$ cat config.mk
export PLATFORM = sky130hd
export DESIGN_NAME = loop_timing_worst_case_recorder
export DESIGN_NICKNAME = d
export VERILOG_FILES = /design/src/rtl/lwcr_pkg.sv /design/src/rtl/lwcr_check.sv /design/src/rtl/lwcr_stats.sv /design/src/rtl/loop_timing_worst_case_recorder.sv
export SDC_FILE = /design/constraint.sdc
export NUM_CORES = 1
export LEC_CHECK = 0
export BUFFER_PORTS_ARGS = -buffer_cell sky130_fd_sc_hd__buf_4
export CELL_PAD_IN_SITES_DETAIL_PLACEMENT = 2
export CELL_PAD_IN_SITES_GLOBAL_PLACEMENT = 2
export CORE_UTILIZATION = 31
export CTS_CLUSTER_SIZE = 40
export DETAILED_ROUTE_END_ITERATION = 12
export PLACE_DENSITY = 0.73
export SYNTH_ARGS = -nofsm -noshare
export SYNTH_HDL_FRONTEND = slang
export SYNTH_SLANG_ARGS = --single-unit
$ cat constraint.sdc
create_clock -name clk -period 6.3 [get_ports clk]
set_input_delay 0.63 -clock clk [delete_from_list [all_inputs] [get_ports clk]]
set_output_delay 0.63 -clock clk [all_outputs]
set_load 0.01 [all_outputs]
$ cat src/rtl/lwcr_pkg.sv
// shared constants and types of the loop timing worst-case recorder
package lwcr_pkg;

  localparam int FIELD_W         = 32;  // width of the cycle fields on the ports
  localparam int CNT_W           = 32;  // width of the saturating counters
  localparam int FLAG_W          = 2;   // width of the trace flag fields
  localparam int CYCLE_WIDTH_DEF = 32;  // default internal cycle width

  // validation result handed from the checker to the statistics unit
  typedef struct packed {
    logic              ok;     // sample passed validation
    logic [FLAG_W-1:0] flags;  // bit0 enabled, bit1 sampled
  } lwcr_chk_t;

endpackage

$ cat src/rtl/lwcr_check.sv
// sample validation: flag ranges and segment sum identity
module lwcr_check #(
  parameter int CYCLE_WIDTH = lwcr_pkg::CYCLE_WIDTH_DEF
) (
  input  logic [lwcr_pkg::FLAG_W-1:0] trace_on,
  input  logic [lwcr_pkg::FLAG_W-1:0] trace_taken,
  input  logic [CYCLE_WIDTH-1:0]      pre,
  input  logic [CYCLE_WIDTH-1:0]      ctrl,
  input  logic [CYCLE_WIDTH-1:0]      post,
  input  logic [CYCLE_WIDTH-1:0]      total,
  output lwcr_pkg::lwcr_chk_t         chk
);

  localparam int SUM_W = CYCLE_WIDTH + 2;

  logic [SUM_W-1:0] seg_sum;
  logic             flags_ok;

  // exact sum, two guard bits so no wrap can fake a match
  assign seg_sum  = SUM_W'(pre) + SUM_W'(ctrl) + SUM_W'(post);
  assign flags_ok = (trace_on <= lwcr_pkg::FLAG_W'(1)) && (trace_taken <= trace_on);

  assign chk.ok    = flags_ok && (seg_sum == SUM_W'(total));
  assign chk.flags = {trace_taken[0], trace_on[0]};

endmodule

$ cat src/rtl/lwcr_stats.sv
// running statistics: counters, segment peaks and the worst-case tick
module lwcr_stats #(
  parameter int CYCLE_WIDTH = lwcr_pkg::CYCLE_WIDTH_DEF
) (
  input  logic                        clk,
  input  logic                        rst,
  input  logic                        upd,
  input  lwcr_pkg::lwcr_chk_t         chk,
  input  logic [CYCLE_WIDTH-1:0]      pre,
  input  logic [CYCLE_WIDTH-1:0]      ctrl,
  input  logic [CYCLE_WIDTH-1:0]      post,
  input  logic [CYCLE_WIDTH-1:0]      total,
  output logic                        replaced,
  output logic                        accepted,
  output logic [lwcr_pkg::CNT_W-1:0]  good_count,
  output logic [lwcr_pkg::CNT_W-1:0]  bad_count,
  output logic [CYCLE_WIDTH-1:0]      pre_max,
  output logic [CYCLE_WIDTH-1:0]      ctrl_max,
  output logic [CYCLE_WIDTH-1:0]      post_max,
  output logic [CYCLE_WIDTH-1:0]      wc_total,
  output logic [CYCLE_WIDTH-1:0]      wc_pre,
  output logic [CYCLE_WIDTH-1:0]      wc_ctrl,
  output logic [CYCLE_WIDTH-1:0]      wc_post,
  output logic [lwcr_pkg::FLAG_W-1:0] wc_flags
);

  logic replaced_next;

  assign replaced_next = chk.ok && ((good_count == '0) || (total > wc_total));

  // per-sample flags of the last transfer, plain payload
  always_ff @(posedge clk) begin
    if (upd) begin
      replaced <= replaced_next;
      accepted <= chk.ok;
    end
  end

  always_ff @(posedge clk) begin
    if (rst) begin
      good_count <= '0;
      bad_count  <= '0;
      pre_max    <= '0;
      ctrl_max   <= '0;
      post_max   <= '0;
      wc_total   <= '0;
      wc_pre     <= '0;
      wc_ctrl    <= '0;
      wc_post    <= '0;
      wc_flags   <= '0;
    end else if (upd) begin
      if (!chk.ok) begin
        if (bad_count != '1) bad_count <= bad_count + lwcr_pkg::CNT_W'(1);
      end else begin
        if (good_count != '1) good_count <= good_count + lwcr_pkg::CNT_W'(1);
        if (pre > pre_max) pre_max <= pre;
        if (ctrl > ctrl_max) ctrl_max <= ctrl;
        if (post > post_max) post_max <= post;
        if (replaced_next) begin
          wc_total <= total;
          wc_pre   <= pre;
          wc_ctrl  <= ctrl;
          wc_post  <= post;
          wc_flags <= chk.flags;
        end
      end
    end
  end

endmodule

$ cat src/rtl/loop_timing_worst_case_recorder.sv
// top level of the loop timing worst-case recorder
//
// usage
//   input channel: one timing sample per transfer (in_valid / in_ready) with
//   the trace flags and the pre, control, post and total cycle counts
//   output channel: one result per sample (out_valid / out_ready) with the
//   accept and replace flags, both counters, the three segment peaks and the
//   stored worst-case tick, all as they stand after that sample
//   path: a sample is registered in the input register at its input transfer,
//   then enters the output stage with its result, which raises out_valid
//   throughput: one sample per cycle while the receiver does not stall; the rate
//   is set by the single register-to-register pass of validation and statistics update
//   stall: when the receiver holds out_ready low the result is held, one more
//   sample waits in the input register, and in_ready then drops
//   reset: rst (synchronous) empties both stages and clears every counter,
//   peak and the worst-case record
//   cycle values are kept at CYCLE_WIDTH bits inside; port fields are 32 bits
module loop_timing_worst_case_recorder #(
  parameter int CYCLE_WIDTH = lwcr_pkg::CYCLE_WIDTH_DEF
) (
  input  logic                         clk,
  input  logic                         rst,
  // sample channel
  input  logic                         in_valid,
  output logic                         in_ready,
  input  logic [lwcr_pkg::FLAG_W-1:0]  trace_on,
  input  logic [lwcr_pkg::FLAG_W-1:0]  trace_taken,
  input  logic [lwcr_pkg::FIELD_W-1:0] pre_cycles,
  input  logic [lwcr_pkg::FIELD_W-1:0] ctrl_cycles,
  input  logic [lwcr_pkg::FIELD_W-1:0] post_cycles,
  input  logic [lwcr_pkg::FIELD_W-1:0] tick_cycles,
  // result channel
  output logic                         out_valid,
  input  logic                         out_ready,
  output logic                         worst_replaced,
  output logic                         accepted,
  output logic [lwcr_pkg::CNT_W-1:0]   valid_count,
  output logic [lwcr_pkg::CNT_W-1:0]   reject_count,
  output logic [lwcr_pkg::FIELD_W-1:0] pre_peak,
  output logic [lwcr_pkg::FIELD_W-1:0] ctrl_peak,
  output logic [lwcr_pkg::FIELD_W-1:0] post_peak,
  output logic [lwcr_pkg::FIELD_W-1:0] worst_total,
  output logic [lwcr_pkg::FIELD_W-1:0] worst_pre,
  output logic [lwcr_pkg::FIELD_W-1:0] worst_ctrl,
  output logic [lwcr_pkg::FIELD_W-1:0] worst_post,
  output logic [lwcr_pkg::FLAG_W-1:0]  worst_flags
);

  // bits that survive between port width and internal width
  localparam int KEEP_W = (CYCLE_WIDTH < lwcr_pkg::FIELD_W) ? CYCLE_WIDTH
                                                           : lwcr_pkg::FIELD_W;

  // input register
  logic                        s1_valid;
  logic [lwcr_pkg::FLAG_W-1:0] s1_on;
  logic [lwcr_pkg::FLAG_W-1:0] s1_taken;
  logic [CYCLE_WIDTH-1:0]      s1_pre;
  logic [CYCLE_WIDTH-1:0]      s1_ctrl;
  logic [CYCLE_WIDTH-1:0]      s1_post;
  logic [CYCLE_WIDTH-1:0]      s1_total;

  logic                        advance;  // output stage can take a new result
  logic                        upd;      // sample moves from input to output stage
  lwcr_pkg::lwcr_chk_t         chk;

  // internal-width statistics
  logic [CYCLE_WIDTH-1:0]      pre_max;
  logic [CYCLE_WIDTH-1:0]      ctrl_max;
  logic [CYCLE_WIDTH-1:0]      post_max;
  logic [CYCLE_WIDTH-1:0]      wc_total;
  logic [CYCLE_WIDTH-1:0]      wc_pre;
  logic [CYCLE_WIDTH-1:0]      wc_ctrl;
  logic [CYCLE_WIDTH-1:0]      wc_post;

  assign advance  = !out_valid || out_ready;
  assign upd      = s1_valid && advance;
  assign in_ready = !s1_valid || advance;

  // input stage occupancy
  always_ff @(posedge clk) begin
    if (rst) begin
      s1_valid <= 1'b0;
    end else if (in_ready) begin
      s1_valid <= in_valid;
    end
  end

  // input payload, truncated or zero extended to the internal width
  always_ff @(posedge clk) begin
    if (in_valid && in_ready) begin
      s1_on    <= trace_on;
      s1_taken <= trace_taken;
      s1_pre   <= CYCLE_WIDTH'(pre_cycles[KEEP_W-1:0]);
      s1_ctrl  <= CYCLE_WIDTH'(ctrl_cycles[KEEP_W-1:0]);
      s1_post  <= CYCLE_WIDTH'(post_cycles[KEEP_W-1:0]);
      s1_total <= CYCLE_WIDTH'(tick_cycles[KEEP_W-1:0]);
    end
  end

  // output stage occupancy; the payload lives in the statistics registers
  always_ff @(posedge clk) begin
    if (rst) begin
      out_valid <= 1'b0;
    end else if (advance) begin
      out_valid <= s1_valid;
    end
  end

  lwcr_check #(
    .CYCLE_WIDTH (CYCLE_WIDTH)
  ) u_check (
    .trace_on    (s1_on),
    .trace_taken (s1_taken),
    .pre         (s1_pre),
    .ctrl        (s1_ctrl),
    .post        (s1_post),
    .total       (s1_total),
    .chk         (chk)
  );

  // statistics change only when a result enters the output stage, so the
  // registers always hold the values of the result on display
  lwcr_stats #(
    .CYCLE_WIDTH (CYCLE_WIDTH)
  ) u_stats (
    .clk        (clk),
    .rst        (rst),
    .upd        (upd),
    .chk        (chk),
    .pre        (s1_pre),
    .ctrl       (s1_ctrl),
    .post       (s1_post),
    .total      (s1_total),
    .replaced   (worst_replaced),
    .accepted   (accepted),
    .good_count (valid_count),
    .bad_count  (reject_count),
    .pre_max    (pre_max),
    .ctrl_max   (ctrl_max),
    .post_max   (post_max),
    .wc_total   (wc_total),
    .wc_pre     (wc_pre),
    .wc_ctrl    (wc_ctrl),
    .wc_post    (wc_post),
    .wc_flags   (worst_flags)
  );

  // cycle outputs: low bits of the internal value, zero extended
  assign pre_peak    = lwcr_pkg::FIELD_W'(pre_max[KEEP_W-1:0]);
  assign ctrl_peak   = lwcr_pkg::FIELD_W'(ctrl_max[KEEP_W-1:0]);
  assign post_peak   = lwcr_pkg::FIELD_W'(post_max[KEEP_W-1:0]);
  assign worst_total = lwcr_pkg::FIELD_W'(wc_total[KEEP_W-1:0]);
  assign worst_pre   = lwcr_pkg::FIELD_W'(wc_pre[KEEP_W-1:0]);
  assign worst_ctrl  = lwcr_pkg::FIELD_W'(wc_ctrl[KEEP_W-1:0]);
  assign worst_post  = lwcr_pkg::FIELD_W'(wc_post[KEEP_W-1:0]);

  // a rejected sample never becomes the worst case
  a_replace_needs_accept: assert property (@(posedge clk) disable iff (rst)
    out_valid |-> !(worst_replaced && !accepted))
    else $error("worst case replaced by a rejected sample");

  // the valid sample count never goes backwards
  a_count_monotonic: assert property (@(posedge clk) disable iff (rst)
    !$past(rst) |-> (valid_count >= $past(valid_count)))
    else $error("valid count decreased");

  // a stalled output stage keeps the waiting sample in the input register
  a_hold_waiting: assert property (@(posedge clk) disable iff (rst)
    (s1_valid && !advance) |=> s1_valid)
    else $error("waiting sample lost while output stalled");

  // the stored worst tick is one of the valid samples, so it stays under the peaks
  a_peak_covers_worst: assert property (@(posedge clk) disable iff (rst)
    out_valid |-> (pre_max >= wc_pre && ctrl_max >= wc_ctrl && post_max >= wc_post))
    else $error("segment peak below worst-case segment");

endmodule

==> summary.md, run 1 <==
| Metric | Value |
|---|---|
| Row count | 101 |
| Final Critical Period | 6.879 ns |
| Share of cells above drive strength 1 | 0.3034 |
| Number of I/O pins | 430 |
| Unrepaired setup endpoints after global routing | yes |
| Synth area leaders | dfxtp_1 24%, edfxtp_1 17%, ha_1 10% |
| Synth warnings | 0 |
| Synth top area share | 0.2431 |
| Slowest stage cell, crit path | edfxtp_1 |
| TritonCTS buffer count | 54 |
| Net Sw Power | 2570 uW |
| Min-Delay Path Class | in -> reg |
| Initial antenna violation count | 9 |
| Worst Path Required | 6.85 ns |
| H-tree levels | 2 |
| CTS tree | yes |
| Fin crit share | 1.092 |
| Area delta synth->final | 40.99% |
| Core Region | 76,330 um2 |
| CP Buf/Inv Count | 8 |
| Synth Net Count | 3,028 |
| Leakage Power | 0.01322 uW |
| GRT overflow | 0 |
| Largest net degree at the start of global routing | 203 |
| Hold Vio Cnt, Final | 0 |
| Clock Latency Late Sink | 0.64 ns |
| Clk buf depth | 3 |
| Net Sw Frac | 0.3074 |
| DRT met1 WL | 48,220 um |
| Routed WL | 116,500 um |
| First-pass GRT wire length | 164,600 um |
| CP Launch Type | flop |
| Commonest cells post-synth | 337 x a21oi_1, 292 x dfxtp_1, 234 x nand3_1 |
| Syn avg cell area | 8.928 um2 |
| Actual slew at the worst max-slew pin | 1.344 ns |
| CP max stage delay | 0.51 ns |
| Synthesized instance count | 2,693 |
| PnR worst setup slack | -0.5788 ns |
| Clk pin slew, worst setup/hold paths | 0.07 ns |
| Top Family by Delay on Critical Path | simple AND/OR/NAND/NOR gates |
| Avg WL per Cell | 26.42 um |
| Uppermost layer routed | met5 |
| Routed via count | 24,400 |
| Layout Nets | 3,663 |
| DP Wirelength | 83,020 um |
| RePlAce Congestion | 0.9336 |
| Met2 WL post-DR | 57,850 um |
| Top cell type by total area after synthesis | dfxtp_1 |
| Max-cap viol count | 0 |
| DRC | 0 |
| Die height | 280.5 um |
| Seq pwr share | 0.358 |
| First DRT Iteration DRCs | 1,301 |
| Critical path type | reg -> reg |
| Via density | 5.533 |
| Vias in the first global route | 26,180 |
| Post-Syn Area | 24,040 um2 |
| Seq/Total Area, Yosys | 0.4105 |
| Fmax | 0.1454 GHz |
| Async set-reset flop share out of synthesis | 0 |
| DIE WIDTH | 280.5 um |
| Slew Viols, Final | 0 |
| Flop-to-flop setup slack | -0.58 ns |
| Post-route ant nets | 0 |
| Data arrival, critical path | 7.43 ns |
| DRT Pass-1 Iters | 5 |
| Finished Cell Area | 33,900 um2 |
| Cell variety after synth | 78 |
| Initial Utilization | 0.3150 |
| Primary FF master, synth | dfxtp_1 |
| Placed cell area | 30,090 um2 |
| Failing checks | setup timing |
| Total Routing Usage GR | 0.2759 |
| Power density over cell area | 246.6 nW/um2 |
| Area of the multi-input gates | 13,770 um2 |
| Clk sinks | 426 |
| Post-synth EDFFs | 134 |
| Crit path max fanout | 8 |
| Combinational share of power | 0.238 |
| #FFs+latches synth | 426 |
| Final setup violation count | 292 |
| Pint | 5789 uW |
| Number of port buffers | 429 |
| Top-count cell post-synth | a21oi_1 |
| Die area | 78,670 um2 |
| Seq. cell area | 9869 um2 |
| Element type at the critical path end | flop |
| Clock power share | 0.405 |
| Root Buffer | clkbuf_16 |
| Setup Skew | 0.03482 ns |
| Max transition margin | 0.1008 |
| Filler cells | 8,247 |
| Status | finished with violations |
| Routed met3 length | 4952 um |
| Pre-CTS setup slack | -0.9888 ns |
| Peak VDD IR | 0.2039 mV |
per-stage QoR:
| step | hold WS [ns] | util | TNS [ns] | instances | total power, uW |
|---|---|---|---|---|---|
| 2_1_floorplan | 0.4868 | - | 0 | 2693 | 3921 |
| 3_3_place_gp | 0.4617 | 0.3943 | -150.61 | 4247 | 4780 |
| 3_5_place_dp | 0.4737 | 0.3943 | -254.05 | 4247 | 4853 |
| 4_1_cts | 0.1383 | 0.4271 | -63.98 | 4366 | 8329 |
| 5_1_grt | 0.1524 | 0.4440 | -183.43 | 4405 | 8625 |
| 6_report | 0.1670 | 0.4441 | -123.40 | 4409 | 8359 |
per-layer routing:
layer / track usage / vias to the layer above
li1: - / 11140
met1: 0.3304 / 12410
met2: 0.4752 / 618
met3: 0.04863 / 227
met4: 0.1332 / 6
met5: 0 / -
final timing paths:
kind / startpoint / cells after the start / to
setup reg to reg: s1_ctrl[4] / 32 / u_stats.pre_max[22]
setup / recovery: s1_ctrl[4] / 32 / u_stats.pre_max[22]
hold reg to reg: u_stats.wc_post[18] / 2 / u_stats.wc_post[18]
hold / removal: ctrl_cycles[10] / 1 / s1_ctrl[10]
layout by cell type, fill, tap and decap left out, drive strengths merged, types with 21 or more instances in the layout:
cell      n
nor2b    34
o21a     24
nor2     94
or4      26
o21ai   205
mux2i    35
and3     27
ha      197
clkbuf   85
inv     183
xor2     21
xnor2    45
a21oi   337
a21o    115
buf     722
nand2b   89
dfxtp   292
o31ai    25
nand2    90
nor4     25
clkinv   21
nand3   234
nor3     29
edfxtp  134
nand4    73
logic make-up (layout without fill, tap and decap cells):
group | Yosys count | in the layout | share of synthesized area
compound gates | 822 | 822 | 0.2058
simple gates | 790 | 790 | 0.1775
flops | 426 | 426 | 0.4105
buf+inv | 341 | 1020 | 0.05631
fa+ha+maj | 199 | 199 | 0.1042
xor+xnor | 67 | 67 | 0.02503
mux | 48 | 48 | 0.02066
other cells | 0 | 7 | 0
state kept, by name, summed over array words and instances, names as in the netlist, 32 cells and up:
signal / count
u_stats.wc_total: 32
u_stats.bad_count: 32
s1_ctrl: 32
u_stats.wc_pre: 32
u_stats.wc_ctrl: 32
u_stats.ctrl_max: 32
s1_pre: 32
u_stats.good_count: 32
s1_total: 32
u_stats.pre_max: 32
u_stats.wc_post: 32
s1_post: 32
u_stats.post_max: 32
area by class of cell:
class / instances / share of cell area
sequential: 426 / 0.2912
timing repair buffer: 739 / 0.1881
tap: 1030 / 0.03802
clock buffer: 68 / 0.04352
clock inverter: 32 / 0.01233
antenna: 7 / 0.0005168
multi-input combinational: 1926 / 0.4064
inverter: 181 / 0.02004
power groups by stage:
stage          Sequential, uW  Combinational, uW  Clock [uW]
3_3_place_gp             3040               1740           0
4_1_cts                  2990               1910        3440
6_report                 2990               1990        3380
5_1_grt                  2990               2110        3520
2_1_floorplan            3000                926           0
3_5_place_dp             3040               1810           0
repair_timing:
action,in CTS,in global routing
pin swaps,39,105
cloned,5,21
buffers inserted,14,15
setup endpoints to repair,292,292
resized for setup,80,163
hold buffers,0,0
(Power assumes the default switching activity.)
==> run 2, diff against run 1 <==
Settings changed: CORE_UTILIZATION 31 to 34, PLACE_DENSITY 0.73 to 0.76.
Clock period 6.3 ns to 6.4 ns, I/O delays scaled along.
==> run 2 against run 1 <==
Against the previous run: the run still ends with setup timing left; critical path depth is 1 lower; highest routed layer unchanged; hold slack better by 0.022 ns; core utilization rose by 3.6 points; critical endpoint is now u_stats.wc_pre[17]; worst setup slack gained 0.21 ns; die area down 8.8%; largest cell class unchanged; sequential power shrank 1%.
==> summary.md, run 2 (synthesized netlist as in run 1, its figures left out) <==
| Metric | Value |
|---|---|
| Seq pwr share | 0.360 |
| Clk sinks | 426 |
| Max-cap viol count | 0 |
| Clk pin slew, worst setup/hold paths | 0.07 ns |
| Max transition margin | 0.05318 |
| Worst Path Required | 6.89 ns |
| Status | finished with violations |
| Area delta synth->final | 39.84% |
| DIE WIDTH | 267.9 um |
| Initial antenna violation count | 9 |
| Hold Crit Depth | 1 |
| Routed WL | 121,600 um |
| Slew Viols, Final | 0 |
| TritonCTS buffer count | 51 |
| Hold Vio Cnt, Final | 0 |
| Post-route ant nets | 0 |
| Leakage Power | 0.01302 uW |
| Clock Latency Late Sink | 0.63 ns |
| First-pass GRT wire length | 166,600 um |
| Critical path type | reg -> reg |
| Number of I/O pins | 430 |
| Total Routing Usage GR | 0.3041 |
| Routed via count | 24,820 |
| DRT Pass-1 Iters | 5 |
| Top Family by Delay on Critical Path | compound AO/OA/AOI/OAI gates |
| CP max stage delay | 0.48 ns |
| Slowest stage cell, crit path | edfxtp_1 |
| Pint | 5600 uW |
| Total Negative Setup Slacks | -53.47 ns |
| Final setup violation count | 288 |
| Data arrival, critical path | 7.27 ns |
| Clk buf depth | 3 |
| Initial Utilization | 0.3433 |
| Crit path max fanout | 12 |
| Via density | 5.791 |
| Vias in the first global route | 26,550 |
| Min-Delay Path Class | in -> reg |
| Setup Skew | 0.04339 ns |
| Power density over cell area | 243.8 nW/um2 |
| Worst reg2reg path depth | 31 |
| Crit. path cell count | 31 |
| RePlAce Congestion | 0.9221 |
| Root Buffer | clkbuf_16 |
| Finished Cell Area | 33,620 um2 |
| Core Region | 70,030 um2 |
| Unrepaired setup endpoints after global routing | yes |
| Commonest non-fill, non-tap cell in the layout | buf_4 |
| Net Sw Power | 2597 uW |
| Fin crit share | 1.058 |
| Avg WL per Cell | 28.36 um |
| Layout Nets | 3,634 |
| CP Launch Type | flop |
| Combinational share of power | 0.251 |
| Final Critical Period | 6.773 ns |
| H-tree levels | 2 |
| First DRT Iteration DRCs | 1,384 |
| Leading cell types in the layout, fill and taps excluded | 662 x buf_4, 292 x dfxtp_1, 271 x a21oi_1, 191 x nand3_1, 181 x ha_1 |
| CP Buf/Inv Count | 7 |
| Peak VDD IR | 0.1828 mV |
| Actual slew at the worst max-slew pin | 1.420 ns |
| DP Wirelength | 81,770 um |
| CTS tree | yes |
| GRT overflow | 0 |
| Share of cells above drive strength 1 | 0.3110 |
| Fmax | 0.1476 GHz |
| Die area | 71,780 um2 |
| Die height | 267.9 um |
| Failing checks | setup timing |
| Row count | 97 |
| Placed cell area | 29,930 um2 |
| Number of port buffers | 429 |
| Clock power share | 0.389 |
| Net Sw Frac | 0.3168 |
| Post-CTS Hold Fix Bufs | 0 |
| Element type at the critical path end | flop |
| Largest net degree at the start of global routing | 224 |
| DRC | 0 |
| PnR worst setup slack | -0.3729 ns |
## run 2: cell type report
type                            count  area, um2
Inverter                          181      679.4
Multi-Input combinational cell   1926      14130
Clock buffer                       67       1438
Timing Repair Buffer              713       5964
Fill cell                        7371      36410
Antenna cell                        5      12.51
Clock inverter                     28      347.8
Tap cell                          940       1176
Sequential cell                   426       9869
## run 2: final timing paths
path                                           from             endpoint  slack [ns]
worst max-delay path                     s1_ctrl[0]   u_stats.wc_pre[17]       -0.37
worst min-delay path                 ctrl_cycles[8]           s1_ctrl[8]        0.19
worst max register to register           s1_ctrl[0]   u_stats.wc_pre[17]       -0.37
worst min register to register  u_stats.wc_post[30]  u_stats.wc_post[30]        0.48
## run 2: worst reg2reg max path: cells and delay by family, from the launching register on
family / cells / cell delay (ns)
compound gates: 11 / 2.43
simple gates: 10 / 1.73
buf+inv: 7 / 1.19
fa+ha+maj: 2 / 0.69
flops: 1 / 0.48
xor+xnor: 1 / 0.13
## run 2: routing by layer
layer / vias up / global-route usage / share of wire / wire length, um
met5: - / 0 / 0.00048 / 58
met4: 8 / 0.1302 / 0.054 / 6544
met3: 328 / 0.05333 / 0.046 / 5638
met2: 759 / 0.5476 / 0.50 / 61200
met1: 12650 / 0.3521 / 0.40 / 48120
li1: 11070 / - / - / -
## run 2: repair_timing
action	4_1_cts	5_1_grt
setup buffers	17	15
gates resized for setup	102	214
pin swaps	48	122
gates cloned	2	11
setup endpoints to repair	292	291
## run 2: power groups by stage
stage,sequential [uW],clock [uW],combinational (uW)
2_1_floorplan,2950,0,912
6_report,2950,3190,2060
5_1_grt,2950,3320,2160
3_5_place_dp,3000,0,1730
3_3_place_gp,3000,0,1660
4_1_cts,2940,3210,1860
## run 2: per-stage QoR
stage | hold slack, ns | power, uW | util | setup WS (ns) | instances
after floorplan | 0.4868 | 3860 | - | 0.3142 | 2693
after global placement | 0.4626 | 4657 | 0.4274 | -0.5928 | 4142
after global routing | 0.1818 | 8428 | 0.4801 | -0.5552 | 4286
final | 0.1887 | 8197 | 0.4801 | -0.3729 | 4286
after detailed placement | 0.4795 | 4729 | 0.4274 | -0.7959 | 4142
after CTS | 0.1637 | 8007 | 0.4618 | -0.03984 | 4256
